File: src/design/icfe_pkg.sv
`default_nettype none

package icfe_pkg;

  localparam int MAX_SIDE_DEF    = 64;
  localparam int STACK_DEPTH_DEF = 16384;
  localparam int SIDE_RESET      = 64;
  localparam logic [31:0] THRESH_RESET = 32'd2515933591;

  localparam int RAND_W      = 32;
  localparam int SIDE_CFG_W  = 7;
  localparam int CFG_DATA_W  = 32;
  localparam int CFG_ADDR_W  = 1;
  localparam int WORK_W      = 15;
  localparam int MAG_W       = 13;
  localparam int ENERGY_W    = 15;
  localparam int OUT_TDATA_W = 48;
  localparam int WORK_MAX    = 32767;

  typedef enum logic [CFG_ADDR_W-1:0] {
    CFG_SIDE,
    CFG_THRESH
  } cfg_reg_t;

  typedef enum logic [1:0] {
    PH_ROW,
    PH_COL,
    PH_GROW
  } phase_t;

  typedef enum logic [3:0] {
    ST_WAIT,
    ST_RD0,
    ST_RD1,
    ST_RD2,
    ST_RD3,
    ST_FLIP,
    ST_PUSH,
    ST_POP,
    ST_POP_RD,
    ST_CHK,
    ST_EMIT
  } state_t;

endpackage

`default_nettype wire

File: src/design/icfe_row_store.sv
`default_nettype none

module icfe_row_store #(
  parameter int ROWS = icfe_pkg::MAX_SIDE_DEF,
  parameter int COLS = icfe_pkg::MAX_SIDE_DEF,
  parameter bit FILL = 1'b0
) (
  input  wire logic                     clk,
  input  wire logic                     rst,
  input  wire logic                     clr,
  input  wire logic [$clog2(ROWS)-1:0]  rd_row,
  output logic      [COLS-1:0]          rd_data,
  input  wire logic                     wr_en,
  input  wire logic [$clog2(ROWS)-1:0]  wr_row,
  input  wire logic [COLS-1:0]          wr_data
);

  logic [COLS-1:0] mem [ROWS];
  logic [ROWS-1:0] ok;
  logic [COLS-1:0] q;
  logic            q_ok;

  // rows never written since the last reset or clear read as the fill value
  always_ff @(posedge clk) begin
    if (rst || clr) begin
      ok <= '0;
    end else if (wr_en) begin
      ok[wr_row] <= 1'b1;
    end
  end

  always_ff @(posedge clk) begin
    if (wr_en) begin
      mem[wr_row] <= wr_data;
    end
    q    <= mem[rd_row];
    q_ok <= ok[rd_row];
  end

  assign rd_data = q_ok ? q : {COLS{FILL}};

endmodule

`default_nettype wire

File: config.mk
export PLATFORM = sky130hd
export DESIGN_NAME = icfe_row_store
export DESIGN_NICKNAME = d
export VERILOG_FILES = /design/src/design/icfe_pkg.sv /design/src/design/icfe_row_store.sv
export SDC_FILE = /design/constraint.sdc
export NUM_CORES = 2
export LEC_CHECK = 0
export ABC_AREA = 1
export BUFFER_PORTS_ARGS = -buffer_cell sky130_fd_sc_hd__buf_2
export CORE_MARGIN = 1
export CORE_UTILIZATION = 35
export CTS_BUF_LIST = sky130_fd_sc_hd__clkbuf_2 sky130_fd_sc_hd__clkbuf_4 sky130_fd_sc_hd__clkbuf_8
export CTS_CLUSTER_DIAMETER = 200
export CTS_CLUSTER_SIZE = 40
export DETAILED_ROUTE_END_ITERATION = 7
export SLEW_MARGIN = 20
export SYNTH_ARGS = -nofsm -noshare
export SYNTH_HDL_FRONTEND = slang
export SYNTH_SLANG_ARGS = --single-unit
File: constraint.sdc
create_clock -name clk -period 4.32 [get_ports clk]
set_input_delay 0.864 -clock clk [delete_from_list [all_inputs] [get_ports clk]]
set_output_delay 0.864 -clock clk [all_outputs]
set_load 0.05 [all_outputs]
Word-level counts from Yosys, hierarchy flattened. Memory sizes are Yosys's and may differ from the RTL's. A register that Yosys moved wholly into a read port is not among the register bits. Index checks and enable logic that the tools add are counted. Widths: inputs -> output; s select.

Bitwise gates (word level): 1. $lt $le $gt $ge: 3. Mux-type cells: 7. Reduce and logical (&&, ||, !) cells: 2.

Operators by type and width (count): $mux 64 (1); $or 64x64->64 (1); $lt 6x7->1 const B (2); $bmux 1 s6 (1); $demux 1 s6 (1); $ge 6x1->1 const B (1); $mux 1 (4); $logic_and 1x1->1 (1); $logic_or 1x1->1 (1).

Bits of input ports: 80. Flip-flop bits (word level): 65. Memory bits (writable): 4096. Memories: 1.

Memory list: mem (words 64, width 64, read ports 1, clocked after Yosys merged registers in 1, write ports 1, RTL line icfe_row_store.sv:18) `logic [COLS-1:0] mem [ROWS];`.

Logic depth before layout (Yosys ltp).
Depth after elaboration: 5. Gate-level depth with buffers: 12.

Least setup slack after synthesis. OpenSTA, ideal clock, no wires.

Path kind: input -> register. Start point: in wr_en. End point: mem mem[55][0] in the netlist's numbering, enable pin. Buffers on the path: 0. Data arrival time: 4097 ps. Stages on the path: 4. Required time: 3832 ps. Path slack: -265 ps. Cell sequence: clkinv_1 > nor3_1 > inv_1 > nor2_1.

Cells in the longest elaborated chain, start to end: 2.

Ends and longest elaborated chain: start: declaration (RTL line icfe_row_store.sv:13) `input wire logic wr_en,`; $mux 1 (RTL line icfe_row_store.sv:33) `if (wr_en) begin`; $mux 1 (implied by the code) (RTL line icfe_row_store.sv:34) `mem[wr_row] <= wr_data;`; end: declaration (RTL line icfe_row_store.sv:18).

Every way passes these cells.

Worst setup path after layout.
Start point: reg q_ok. End point: out rd_data[49].

Cells in the longest elaborated chain, start to end: 1.

Ends and longest elaborated chain: start: declaration (RTL line icfe_row_store.sv:21) `logic q_ok;`; start signal: assignment (RTL line icfe_row_store.sv:37) `q_ok <= ok[rd_row];`; $mux 64 (RTL line icfe_row_store.sv:40) `assign rd_data = q_ok ? q : {COLS{FILL}};`; end: declaration (RTL line icfe_row_store.sv:12) `output logic [COLS-1:0] rd_data,`.

Every way passes these cells.

==> flow_metrics.tcl <==
set metrics [dict create \
    synth_edf_count 4096 \
    dp_hpwl_mm 271 \
    synth_xor_area_share_pct 0 \
    synth_async_sr_flop_share_pct 0 \
    ff_latch_area_mm2 0.126 \
    cts_buffers 120 \
    crit_arrival_ns 3.08 \
    hold_viol 0 \
    yosys.area_share.simple_pct 22.3 \
    multi_input_area_mm2 0.0379 \
    die_y_um 694 \
    p_per_area_mw_per_mm2 364 \
    io_pins 144 \
    avgRoutedWirePerCell_um 26.0 \
    synth-adder-area-share_pct 0 \
    seq_area_frac_synth_pct 74.9 \
    clock.fmax_ghz 0.253 \
    netlist.area_leader.share_pct 73.4 \
    end_kind "output pin" \
    syn_area_mm2 0.168 \
    setup_slack_ns 0.371 \
    cp.depth 4 \
    slew_headroom_pct 15.6 \
    cp_cell_sequence "buf_4 > nand2_1 > inv_1 > buf_2" \
    ys.flop_type "edfxtp_1" \
    grt_pass1_vias 100533 \
    htreeDepth 3 \
    cts_sinks 4225 \
    cp_top_family "buffers and inverters" \
    vias 109836 \
    grtUsageTotal_pct 21.0 \
    cellLeakagePower_nw 61.7 \
    ir_drop_mv 0.287 \
    period_share_pct 91.4 \
    yosys-mux-area-fraction_pct 0 \
    drc 0 \
    final_area_mm2 0.181 \
    crit_buf_inv 3 \
    rsz0062_at_grt "false" \
    rows 253 \
    synth_top_area_cell "edfxtp_1" \
    grt.overflow.total 0 \
    finalClockSkew_ns 0.0762 \
    path_clk_slew_ns 0.23 \
    slowest_delay_ns 0.79 \
    syn-instance-count 13920 \
    antenna_found_initial 46 \
    grt_max_degree 181 \
    hold_depth 1 \
    initial_core_util_pct 35.2 \
    core-area_mm2 0.476 \
    crit_fanout 32 \
    tns_ns 0 \
    cp-start-kind "register" \
    layoutNonFillerInstCount 20145 \
    maxSlewViolCount 0 \
    yosysMostFrequentCell "nand2_1" \
    fill_cells 45085 \
    dp_cells 19898 \
    grt_pass1_wl_mm 742 \
    synth_common_cells "4558 x nand2_1, 4096 x edfxtp_1, 3900 x nand3_1, 556 x buf_2, 230 x clkbuf_1" \
    cp_slowest_cell "dfxtp_4" \
    place_area_mm2 0.178 \
    syn2layout_area_growth_pct 7.70 \
    required_ns 3.46 \
    yosys.cell_types.count 15 \
    status "finished clean" \
    synthesis.nets 14000 \
    die_w_um 694 \
    crit_type "register to output pin" \
    cap_violations 0 \
    port_buffers 143 \
    pre_cts_slack_ns 0.914 \
    avgSynthCellArea_um2 12.0 \
    nNetsFinal 13727 \
    cts_resized 0 \
    drive_gt1_share_pct 5.93 \
    worstMarginPinSlew_ns 1.27 \
    synth_compound_area_share_pct 0 \
    drt_pass1_iterations 6 \
    insertion_delay_ns 1.20 \
    place_congestion 0.792 \
    clock_path_buffers 4 \
    fp.dieArea_mm2 0.482 \
    r2r_cells 8 \
    cts_tree "done" \
    drt_iter0_drc 14379 \
    setup_viol 0 \
    yosys_register_bits 4225 \
    synth.area.top_cells "edfxtp_1 73%, nand3_1 12%, nand2_1 10%" \
    synth_top_family_by_area "simple AND/OR/NAND/NOR gates" \
    viasPerCell 5.45 \
    ant_nets 0 \
    period_minus_slack_ns 3.95 \
    cts-root-buf "clkbuf_8" \
    ys_warn_count 0 \
    hold_path.class "input pin to register" \
    drt-total-wl_mm 523 \
]
[metal layers]
metal	up-vias	GRT usage (%)	wire, um	share of wire, %
met2	4990	33.7	241000	46
met4	18	5.78	16100	3.1
met5	-	0	121	0.023
met1	55694	30.1	221000	42
li1	48414	-	-	-
met3	720	2.73	44100	8.4
[kinds of logic after synthesis]
family / count (synthesis)
flops: 4225
buf+inv: 1027
simple gates: 8668
[placed cells by master, fill, tap and decap left out, types with 14 or more instances in the layout]
master,instances
buf_12,197
buf_2,114
buf_4,209
clkbuf_4,91
clkbuf_8,123
dfxtp_1,128
diode_2,27
edfxtp_1,4096
inv_1,92
nand2_1,4558
nand3_1,3900
nor2_1,138
nor2_4,57
nor3_1,14
[registers in the layout, summed over array words and instances, names as in the netlist]
name	count
q	64
mem	4096
ok	64
q_ok	1
[worst register-to-register path, delay by kind of cell (launching register included)]
| kind | cells | cell delay, ns |
|---|---|---|
| simple gates | 8 | 0.89 |
| flops | 1 | 0.41 |
[repair_timing]
item                      4_1_cts  5_1_grt
hold buffers                    1        0
hold endpoints to repair        6        0
setup buffers                   0        0
[report_power, final]
part / total [mW] / leakage, nW / internal, mW / switching [mW]
combinational: 5.19 / 22.5 / 1.31 / 3.87
sequential: 45.5 / 37.9 / 45.2 / 0.272
clock: 15.0 / 1.33 / 3.49 / 11.5
total: 65.7 / 61.7 / 50.0 / 15.7
[path summary, 6_finish.rpt]
| check | start | end | slack, ns |
|---|---|---|---|
| min reg2reg | ok[35] | ok[35] | 0.50 |
| min | wr_data[16] | mem[7][16] | 0.12 |
| max | q_ok | rd_data[49] | 0.37 |
| max reg2reg | mem[31][22] | q[22] | 2.87 |
[area by class of cell]
class,instances,share of cell area (%)
antenna,27,0.0374
sequential,4225,69.5
tap,6375,4.42
multi-input combinational,8668,21.0
clock inverter,4,0.0340
inverter,106,0.263
timing repair buffer,526,3.41
clock buffer,214,1.32
[metrics by stage]
step                power (mW)  util (%)  hold slack [ns]
detailed placement        51.6      37.4            0.458
floorplan                 49.2         -            0.440
global placement          51.6      37.4            0.449
CTS                       65.9      37.9           0.0560
finish                    65.7      38.0            0.120
global route              67.5      37.9           0.0848
Power figures use the tool's default switching activity.
